`config.mk`:
```
export PLATFORM = sky130hd
export DESIGN_NAME = pcfwrl_front
export DESIGN_NICKNAME = d
export VERILOG_FILES = /design/src/hw/rtl/per_client_fixed_window_rate_limiter_unit_macros.svh /design/src/hw/rtl/pcfwrl_pkg.sv /design/src/hw/rtl/pcfwrl_front.sv
export SDC_FILE = /design/constraint.sdc
export NUM_CORES = 1
export LEC_CHECK = 0
export ABC_AREA = 0
export BUFFER_PORTS_ARGS = -buffer_cell sky130_fd_sc_hd__buf_2
export CAP_MARGIN = 20
export CORE_MARGIN = 3
export CORE_UTILIZATION = 30
export CTS_CLUSTER_DIAMETER = 60
export DETAILED_ROUTE_END_ITERATION = 12
export MAX_ROUTING_LAYER = met4
export SYNTH_ARGS = -nofsm -noshare
export SYNTH_HDL_FRONTEND = slang
export SYNTH_SLANG_ARGS = --single-unit
```
`constraint.sdc`:
```
create_clock -name clk -period 7.8 [get_ports clk]
set_input_delay 1.56 -clock clk [delete_from_list [all_inputs] [get_ports clk]]
set_output_delay 1.56 -clock clk [all_outputs]
set_load 0.05 [all_outputs]
```
`src/hw/rtl/per_client_fixed_window_rate_limiter_unit_macros.svh`:
```
// ----------------------------------------------------------------------------
// Rate limiter assertion macros
// Shared concurrent assertion forms, clocked on clk, disabled in reset.
// ----------------------------------------------------------------------------
`ifndef PER_CLIENT_FIXED_WINDOW_RATE_LIMITER_UNIT_MACROS_SVH
`define PER_CLIENT_FIXED_WINDOW_RATE_LIMITER_UNIT_MACROS_SVH

// same-cycle implication
`define PCFWRL_ASSERT_NOW(lbl, ante, cons, msg) \
  lbl: assert property (@(posedge clk) disable iff (!rst_n) (ante) |-> (cons)) \
    else $error(msg);

// next-cycle implication
`define PCFWRL_ASSERT_NEXT(lbl, ante, cons, msg) \
  lbl: assert property (@(posedge clk) disable iff (!rst_n) (ante) |=> (cons)) \
    else $error(msg);

`endif

```
`src/hw/rtl/pcfwrl_pkg.sv`:
```
// ----------------------------------------------------------------------------
// Rate limiter package
// Table geometry, register codes, reset values and shared types.
// ----------------------------------------------------------------------------
package pcfwrl_pkg;

  localparam int TABLE_ENTRIES = 64;
  localparam int IDX_W         = $clog2(TABLE_ENTRIES);
  localparam int SCAN_W        = IDX_W + 1;
  localparam int QUEUE_DEPTH   = 2;
  localparam int QPTR_W        = (QUEUE_DEPTH > 1) ? $clog2(QUEUE_DEPTH) : 1;
  localparam int QCNT_W        = $clog2(QUEUE_DEPTH + 1);

  localparam logic [15:0] MAX_REQUESTS_RST   = 16'd100;
  localparam logic [15:0] WINDOW_SECONDS_RST = 16'd1;
  localparam logic [15:0] SWEEP_INTERVAL_RST = 16'd10;
  localparam logic [15:0] IDLE_AGE_RST       = 16'd60;
  localparam logic [15:0] COUNT_MAX          = 16'hFFFF;

  typedef enum logic [1:0] {
    CFG_MAX_REQUESTS   = 2'd0,
    CFG_WINDOW_SECONDS = 2'd1,
    CFG_SWEEP_INTERVAL = 2'd2,
    CFG_IDLE_AGE       = 2'd3
  } cfg_idx_t;

  typedef enum logic [1:0] {
    ST_IDLE,
    ST_SCAN,
    ST_UPDATE
  } eng_state_t;

  typedef struct packed {
    logic [15:0] max_requests;
    logic [15:0] window_seconds;
    logic [15:0] sweep_interval;
    logic [15:0] idle_age;
  } cfg_t;

  typedef struct packed {
    logic [31:0] client_address;
    logic [31:0] now_seconds;
    logic        sweep;
  } req_t;

  typedef struct packed {
    logic [31:0] address;
    logic [31:0] window_start;
    logic [15:0] count;
  } entry_t;

  typedef struct packed {
    logic        allowed;
    logic        new_client;
    logic        table_full;
    logic [15:0] request_count;
  } res_t;

endpackage

```
`src/hw/rtl/pcfwrl_front.sv`:
```
// ----------------------------------------------------------------------------
// Rate limiter front end
// Accepts requests, decides the sweep per request, and queues them.
// ----------------------------------------------------------------------------
module pcfwrl_front (
  input  logic               clk,
  input  logic               rst_n,
  input  pcfwrl_pkg::cfg_t   cfg,
  input  logic               in_push,
  output logic               in_full,
  input  logic [31:0]        in_client_address,
  input  logic [31:0]        in_now_seconds,
  output logic               q_valid,
  output pcfwrl_pkg::req_t   q_item,
  input  logic               q_deq
);

  pcfwrl_pkg::req_t                 q_mem_r [pcfwrl_pkg::QUEUE_DEPTH];
  logic [pcfwrl_pkg::QPTR_W-1:0]    wr_ptr_r, wr_ptr_nxt;
  logic [pcfwrl_pkg::QPTR_W-1:0]    rd_ptr_r, rd_ptr_nxt;
  logic [pcfwrl_pkg::QCNT_W-1:0]    cnt_r, cnt_nxt;
  logic [31:0]                      last_sweep_r, last_sweep_nxt;
  logic [31:0]                      since_sweep;
  logic                             push_ok;
  logic                             deq_ok;
  logic                             do_sweep;
  pcfwrl_pkg::req_t                 new_item;

  localparam logic [pcfwrl_pkg::QPTR_W-1:0] PTR_LAST =
    pcfwrl_pkg::QPTR_W'(pcfwrl_pkg::QUEUE_DEPTH - 1);
  localparam logic [pcfwrl_pkg::QCNT_W-1:0] CNT_FULL =
    pcfwrl_pkg::QCNT_W'(pcfwrl_pkg::QUEUE_DEPTH);

  assign in_full = (cnt_r == CNT_FULL);
  assign q_valid = (cnt_r != '0);
  assign q_item  = q_mem_r[rd_ptr_r];
  assign push_ok = in_push && !in_full;
  assign deq_ok  = q_deq && q_valid;

  always_comb begin
    since_sweep             = in_now_seconds - last_sweep_r;
    do_sweep                = since_sweep > {16'd0, cfg.sweep_interval};
    new_item.client_address = in_client_address;
    new_item.now_seconds    = in_now_seconds;
    new_item.sweep          = do_sweep;
    last_sweep_nxt          = last_sweep_r;
    wr_ptr_nxt              = wr_ptr_r;
    rd_ptr_nxt              = rd_ptr_r;
    cnt_nxt                 = cnt_r;
    if (push_ok) begin
      if (do_sweep) begin
        last_sweep_nxt = in_now_seconds;
      end
      wr_ptr_nxt = (wr_ptr_r == PTR_LAST) ? '0 : wr_ptr_r + 1'b1;
    end
    if (deq_ok) begin
      rd_ptr_nxt = (rd_ptr_r == PTR_LAST) ? '0 : rd_ptr_r + 1'b1;
    end
    case ({push_ok, deq_ok})
      2'b10:   cnt_nxt = cnt_r + 1'b1;
      2'b01:   cnt_nxt = cnt_r - 1'b1;
      default: cnt_nxt = cnt_r;
    endcase
  end

  always_ff @(posedge clk) begin
    if (!rst_n) begin
      wr_ptr_r     <= '0;
      rd_ptr_r     <= '0;
      cnt_r        <= '0;
      last_sweep_r <= '0;
    end else begin
      wr_ptr_r     <= wr_ptr_nxt;
      rd_ptr_r     <= rd_ptr_nxt;
      cnt_r        <= cnt_nxt;
      last_sweep_r <= last_sweep_nxt;
    end
  end

  always_ff @(posedge clk) begin
    if (push_ok) begin
      q_mem_r[wr_ptr_r] <= new_item;
    end
  end

endmodule

```
==> run metrics, run 1 <==
status stopped before the end; Failed at 5_2_route; stop err [ERROR DRT-0255] Maze Route cannot find path of net clk in worker of routeBox ( 144900 0 ) ( 175440 48300 ).; H-Tree Depth 4; Synth async-reset ratio 0; syn_nets 908; starting density of the core 0.307; die height 175 µm; Yosys top cell by area edfxtp_1; sequential share of the synthesized area 0.539; Post-CTS Setup Repair Bufs 0; CTS sink cnt 167; row count 61; Cell Area, Placed 9720 µm²; Final HPWL DP 13.5 mm; CTS Buf Count 17; Synth area leaders edfxtp_1 (45%), mux2_2 (8.6%), dfxtp_1 (8.6%), ha_1 (7.0%), nand2_1 (4.2%); IO buf count 150; Die W 175 µm; Top FF cell, synth edfxtp_1; Synth Cell Area 8610 µm²; Netlist cell types 63; Setup WS pre-CTS 998 ps; total grt overflow 0; Synth Warn # 0; first-pass GRT wire length 30.4 mm; Avg Cell Area, Syn 11.8 µm²; area share of the largest cell type after synthesis 0.453; vias in the first global route 5715; Post-CTS Hold Buffers 0; num ports 199; pin count of the biggest net entering global routing 70; initial antenna violation count 0; CTS max path bufs 2; gpl congestion 0.857; GR Util All Layers 0.130; root buffer cell clkbuf_16; Post-synth EDFFs 130; Synth Instances 727; Yosys reg bits 167; Post-CTS Resized 0
stage by stage:
| step | cells | util |
|---|---|---|
| global route | 1263 | 0.367 |
| CTS | 1263 | 0.367 |
| detailed placement | 1231 | 0.347 |
| global placement | 1231 | 0.347 |
| floorplan | 727 | - |
cells in the mapped netlist (2+ instances only):
cell	count
edfxtp_1	130
nand2_1	97
mux2_2	66
inv_1	56
ha_1	48
a21oi_1	41
dfxtp_1	37
mux2i_1	33
clkbuf_1	23
nor2_1	19
o21ai_0	16
xnor2_1	15
a21o_1	14
nand4_1	10
xor2_1	10
nand3_1	8
nor2b_1	7
o21a_1	7
o21ai_1	7
a211oi_1	5
and2_1	5
nand2b_1	5
nor3_1	5
o211ai_1	5
o21bai_1	4
a21boi_0	3
a21boi_1	3
a31oi_1	3
buf_12	3
or3_1	3
a2111oi_0	2
a211o_1	2
a22oi_1	2
and4_1	2
nor4_1	2
o2111ai_1	2
kinds of logic after synthesis:
family / share of synthesized area
AND/OR/NAND/NOR: 0.0914
flip-flops: 0.539
AO/OA/AOI/OAI: 0.101
multiplexers: 0.125
buffers and inverters: 0.0433
adder cells (fa/ha/maj): 0.0721
XOR/XNOR: 0.0286
metal layers:
| metal | global-route usage |
|---|---|
| met1 | 0.179 |
| met2 | 0.194 |
| met3 | 0.0264 |
| met4 | 0.0373 |
| met5 | - |
==> run 2, diff against run 1 <==
- CORE_UTILIZATION: 30 -> 20
- CTS_CLUSTER_DIAMETER: 60 -> not set
- MAX_ROUTING_LAYER: met4 -> not set
- PLACE_DENSITY_LB_ADDON: not set -> 0.15
==> run 2 against run 1 <==
  * Synthesized cell count stayed put
  * The run now ends clean
  * Synthesized area stayed put
  * Global-route usage is 2.7 points lower
==> run metrics, run 2 <==
Nets 1056; utilization after layout 0.250; gpl congestion 0.743 (was 0.857); starting density of the core 0.204 (was 0.307); count leader, synth edfxtp_1 (unchanged); Worst path slowest cell a2111oi_0; Post-CTS Resized 0 (unchanged); Post-DRT Antenna Nets 0; crit path DAT 6780 ps; Netlist cell types 63 (unchanged); Worst EP required 8130 ps; Regs by FF count q_mem_r x130, last_sweep_r x32, cnt_r x2; sequential share of the synthesized area 0.539 (unchanged); Largest register FFs 130; top cells by count, synth edfxtp_1 (130), nand2_1 (97), mux2_2 (66), inv_1 (56), ha_1 (48) (unchanged); full die area 45600 µm²; H-Tree Depth 4 (unchanged); vias in the first global route 5989 (was 5715); Critical Path Max Stage Delay 640 ps; DRC errors left 0; # Max-Cap Violations 0; Top FF cell, synth edfxtp_1 (unchanged); Synth async-reset ratio 0 (unchanged); Critical R2R Launch last_sweep_r[1]$_SDFFE_PN0P_; CTS max path bufs 2 (unchanged); Yosys top cell by area edfxtp_1 (unchanged); CTS tree yes; Synth Warn # 0 (unchanged); wire per inst 15.7 µm; final WL 22.4 mm; Top delay family on crit path simple AND/OR/NAND/NOR gates; Post-CTS Hold Buffers 0 (unchanged); cell total after placement 1394 (was 1231); CTS Buf Count 17 (unchanged); Cell Chain, Critical Path buf_2 -> inv_1 -> ha_1 -> fa_1 -> nand2b_1 -> a21o_1 -> a2111oi_0 -> a211o_1 -> xor2_1 -> ha_1 -> nand4_1 -> or4_1 -> a2111o_1 -> nor4_1 -> nand4b_1 -> or4_4 -> nor2b_4 -> buf_4 -> mux2i_1; DRT Pass-1 Iters 4; area share of the largest cell type after synthesis 0.453 (unchanged); layout cells sized above 1 0.297; Antenna diodes 0; Post-synth EDFFs 130 (unchanged); Finish-stage setup viols 0; Synth area leaders edfxtp_1 (45%), mux2_2 (8.6%), dfxtp_1 (8.6%), ha_1 (7.0%), nand2_1 (4.2%) (unchanged); crit share post-route 0.827; Fin. Hold Viols 0; setup tns final 0 ps; Design Area, Final 10500 µm²; hold slack final 455 ps; IO buf count 150 (unchanged); crit path from in_now_seconds[0]; Yosys reg bits 167 (unchanged); Final Max Slew Viols 0; Crit path top cell by count ha_1; Worst-path clk slew 60 ps; maximum fanout along the worst path 32; Hold WC Path Type reg2reg; Cell Area, Placed 9940 µm² (was 9720 µm²); Avg Cell Area, Syn 11.8 µm² (unchanged); RSZ-0062 raised after global routing false; Critical Path Source Type primary input; syn_nets 908 (unchanged); largest register by flop count q_mem_r; Setup WS pre-CTS 889 ps (was 998 ps); initial antenna violation count 0 (unchanged); Via-to-Cell Ratio 4.08; final worst slack 1350 ps; crit path kind in2reg; Min Clock Period, post-route 6450 ps; die height 214 µm (was 175 µm); Post-CTS Setup Repair Bufs 0 (unchanged); status finished clean (was stopped before the end); num ports 199 (unchanged); P&R area growth vs syn 22.4%; crit end category flop; Final Skew 8.74 ps; pin count of the biggest net entering global routing 70 (unchanged); Bufs and invs on worst path 3; routed vias 5822; Final HPWL DP 16.5 mm (was 13.5 mm); Max IR drop VDD 0.141 mV; core box area 42200 µm²; Synth Instances 727 (unchanged); Slew headroom 0.530; Leak 4.07 nW; hold path startpoint last_sweep_r[30]$_SDFFE_PN0P_; commonest non-fill, non-tap cells in the layout buf_2 (150), edfxtp_1 (130), nand2_1 (97); row count 75 (was 61); root buffer cell clkbuf_16 (unchanged); Initial DRC Count 255; Die W 214 µm (was 175 µm); CTS sink cnt 167 (unchanged); power density cells 319 nW/µm²; Finished Layout Cells 1426; most common cell after layout, fill and taps aside buf_2; worst skew pair latency 470 ps; total grt overflow 0 (unchanged); Least-Margin Pin Slew 687 ps; Power, Total 3.36 mW; Synth Cell Area 8610 µm² (unchanged); GR Util All Layers 0.103 (was 0.130); first-pass GRT wire length 34.6 mm (was 30.4 mm); Max Freq 0.155 GHz
## run 2: kinds of logic (layout without fill, tap and decap cells)
logic type,count (synthesis),in the layout,synth area share
DFF,167,167,0.539
AOI/OAI and AO/OA,131,131,0.101
buffers and inverters,84,244,0.0433
adders and majority gates,49,49,0.0721
muxes,99,99,0.125
xor gates and xnor gates,26,26,0.0286
and+or+nand+nor,171,171,0.0914
## run 2: routing by layer
layer  GRT usage  share of wire  vias to the layer above
met5           0              0                        -
met4      0.0431          0.018                        0
li1            -              -                     2930
met2       0.160           0.45                      120
met1       0.133           0.48                     2751
met3      0.0319          0.049                       21
## run 2: path summary, 6_finish.rpt
kind / end / slack (ps) / depth (start not counted)
setup / recovery: last_sweep_r[0]$_SDFFE_PN0P_ / 1350 / 19
hold / removal: last_sweep_r[30]$_SDFFE_PN0P_ / 450 / 2
setup reg to reg: last_sweep_r[0]$_SDFFE_PN0P_ / 2270 / 18
hold reg to reg: last_sweep_r[30]$_SDFFE_PN0P_ / 450 / 2
## run 2: final cells by class
cell class              instances  area (µm²)
clock inverters                13         150
inverters                      56         210
clock buffers                  18         429
repair buffers                157         816
multi-input cells             476        3610
flip-flops and latches        167        4650
well taps                     539         674
fillers                      4544       31700
## run 2: worst reg2reg max path: cells and delay by family, from the launching register on
| kind | cells | cell delay (ps) |
|---|---|---|
| fa+ha+maj | 2 | 580 |
| buf+inv | 2 | 370 |
| compound gates | 4 | 1570 |
| simple gates | 8 | 2060 |
| xor+xnor | 1 | 210 |
| mux | 1 | 220 |
| flops | 1 | 380 |
## run 2: where the power goes
| part | leakage, nW | internal [mW] | switching, mW |
|---|---|---|---|
| clock network | 0.284 | 0.473 | 0.375 |
| logic | 2.27 | 0.435 | 0.912 |
| registers | 1.52 | 1.10 | 0.0612 |
| total | 4.07 | 2.01 | 1.35 |
Note: power is estimated with default switching activity, not from simulation.
==> run 3, diff against run 2 <==
- clock period: 7.8 -> 6.7 ns (I/O delays scaled with it)
==> run 3 against run 2 <==
  * Sequential share of layout area about the same
  * Clock power increased by 10%
  * Setup slack lost 490 ps
  * Die area did not move
  * Flip-flop and latch count unchanged
  * Final area hardly changed
  * Critical path type unchanged
==> run metrics, run 3 (synthesis gave the netlist of run 2 again) <==
RSZ-0062 raised after global routing false (unchanged); CTS Buf Count 17 (unchanged); CTS sink cnt 167 (unchanged); Cell Chain, Critical Path buf_2 -> inv_1 -> ha_1 -> fa_1 -> nand2b_1 -> a21o_1 -> a2111oi_0 -> buf_4 -> a211o_1 -> xor2_1 -> ha_1 -> nand4_1 -> or4_1 -> a2111o_1 -> nor4_1 -> nand4b_1 -> or4_4 -> nor2b_4 -> buf_12 -> mux2i_1 (was buf_2 -> inv_1 -> ha_1 -> fa_1 -> nand2b_1 -> a21o_1 -> a2111oi_0 -> a211o_1 -> xor2_1 -> ha_1 -> nand4_1 -> or4_1 -> a2111o_1 -> nor4_1 -> nand4b_1 -> or4_4 -> nor2b_4 -> buf_4 -> mux2i_1); CTS max path bufs 2 (unchanged); Crit path top cell by count ha_1 (unchanged); crit end category flop (unchanged); Leak 4.06 nW (was 4.07 nW); Max Freq 0.171 GHz; most common cell after layout, fill and taps aside buf_2 (unchanged); final WL 22.7 mm (was 22.4 mm); status finished clean (unchanged); Worst EP required 7040 ps (was 8130 ps); Antenna diodes 0 (unchanged); Final Max Slew Viols 0 (unchanged); Nets 1058 (was 1056); P&R area growth vs syn 22.4% (about the same); crit path kind in2reg (unchanged); GR Util All Layers 0.104 (was 0.103); Largest register FFs 130 (unchanged); gpl congestion 0.755 (was 0.743); num ports 199 (unchanged); Final HPWL DP 16.5 mm (about the same); Post-DRT Antenna Nets 0 (unchanged); Finished Layout Cells 1429 (was 1426); starting density of the core 0.204 (unchanged); Post-CTS Setup Repair Bufs 0 (unchanged); maximum fanout along the worst path 18 (was 32); utilization after layout 0.250 (about the same); Worst-path clk slew 60 ps (about the same); die height 214 µm (unchanged); Least-Margin Pin Slew 1040 ps (was 687 ps); row count 75 (unchanged); Post-CTS Resized 0 (unchanged); DRC errors left 0 (unchanged); commonest non-fill, non-tap cells in the layout buf_2 (150), edfxtp_1 (130), nand2_1 (97) (unchanged); layout cells sized above 1 0.292 (was 0.297); Die W 214 µm (unchanged); crit path DAT 6180 ps (was 6780 ps); cell total after placement 1397 (was 1394); CTS tree yes (unchanged); Hold WC Path Type reg2reg (unchanged); power density cells 367 nW/µm² (was 319 nW/µm²); Fin. Hold Viols 0 (unchanged); Max IR drop VDD 0.166 mV (was 0.141 mV); Critical Path Max Stage Delay 540 ps (was 640 ps); Post-CTS Hold Buffers 0 (unchanged); vias in the first global route 5924 (was 5989); crit share post-route 0.872; Min Clock Period, post-route 5840 ps; routed vias 5866 (was 5822); total grt overflow 0 (unchanged); Top delay family on crit path simple AND/OR/NAND/NOR gates (unchanged); full die area 45600 µm² (unchanged); # Max-Cap Violations 0 (unchanged); final worst slack 860 ps (was 1350 ps); Final Skew 12.7 ps (was 8.74 ps); Via-to-Cell Ratio 4.10 (was 4.08); largest register by flop count q_mem_r (unchanged); Finish-stage setup viols 0 (unchanged); initial antenna violation count 0 (unchanged); core box area 42200 µm² (unchanged); Bufs and invs on worst path 4 (was 3); H-Tree Depth 4 (unchanged); wire per inst 15.9 µm (was 15.7 µm); worst skew pair latency 470 ps (about the same); pin count of the biggest net entering global routing 70 (unchanged); Regs by FF count q_mem_r x130, last_sweep_r x32, cnt_r x2 (unchanged); root buffer cell clkbuf_16 (unchanged); setup tns final 0 ps (unchanged); DRT Pass-1 Iters 4 (unchanged); Setup WS pre-CTS 349 ps (was 889 ps); Worst path slowest cell or4_4 (was a2111oi_0); Initial DRC Count 241 (was 255); IO buf count 150 (unchanged); Critical Path Source Type primary input (unchanged); Slew headroom 0.308 (was 0.530); first-pass GRT wire length 34.7 mm (was 34.6 mm)
==> run 3: cell count changes in the layout (fill, tap and decap cells not counted), sizes merged <==
cell / previous run / this run
buf: 157 / 159
inv: 59 / 56
clkinvlp: 0 / 3
clkbuf: 18 / 24
clkinv: 8 / 4
bufinv: 2 / 1
==> run 3: metal layers <==
layer / routed length [µm] / global-route usage / vias up
li1: - / - / 2935
met1: 10800 / 0.133 / 2784
met4: 425 / 0.0454 / 0
met3: 1080 / 0.0313 / 20
met2: 10300 / 0.161 / 127
met5: 0 / 0 / -
==> run 3: power by group <==
part	total (mW)	leakage (nW)	internal, mW	switching [mW]
logic	1.54	2.29	0.517	1.02
registers	1.39	1.52	1.28	0.110
clock network	0.934	0.246	0.509	0.424
==> run 3: path summary, 6_finish.rpt <==
kind	slack, ps	depth (start not counted)	end	start
hold reg to reg	460	2	last_sweep_r[10]$_SDFFE_PN0P_	last_sweep_r[10]$_SDFFE_PN0P_
hold / removal	460	2	last_sweep_r[10]$_SDFFE_PN0P_	last_sweep_r[10]$_SDFFE_PN0P_
setup reg to reg	1460	18	last_sweep_r[27]$_SDFFE_PN0P_	last_sweep_r[1]$_SDFFE_PN0P_
setup / recovery	860	20	last_sweep_r[27]$_SDFFE_PN0P_	in_now_seconds[0]
==> run 3: worst min-delay path, stage by stage (launching register included) <==
cell,delay [ps]
dfxtp_1,310
nand2_1,50
mux2i_1,50
==> run 3: area by class of cell <==
cell class                 count  area (µm²)
tap                          539         674
clock buffer                  24         452
multi-input combinational    476        3610
clock inverter                 8        78.8
sequential                   167        4650
inverter                      56         210
timing repair buffer         159         868
fill                        4536       31700
==> run 3: per-stage QoR <==
stage | area, µm² | hold WS [ps] | power, mW
after floorplan | 8610 | 435 | 2.60
after global placement | 9970 | 443 | 2.98
after detailed placement | 10000 | 447 | 2.99
after CTS | 10500 | 461 | 3.97
after global routing | 10500 | 468 | 4.12
final | 10500 | 458 | 3.87
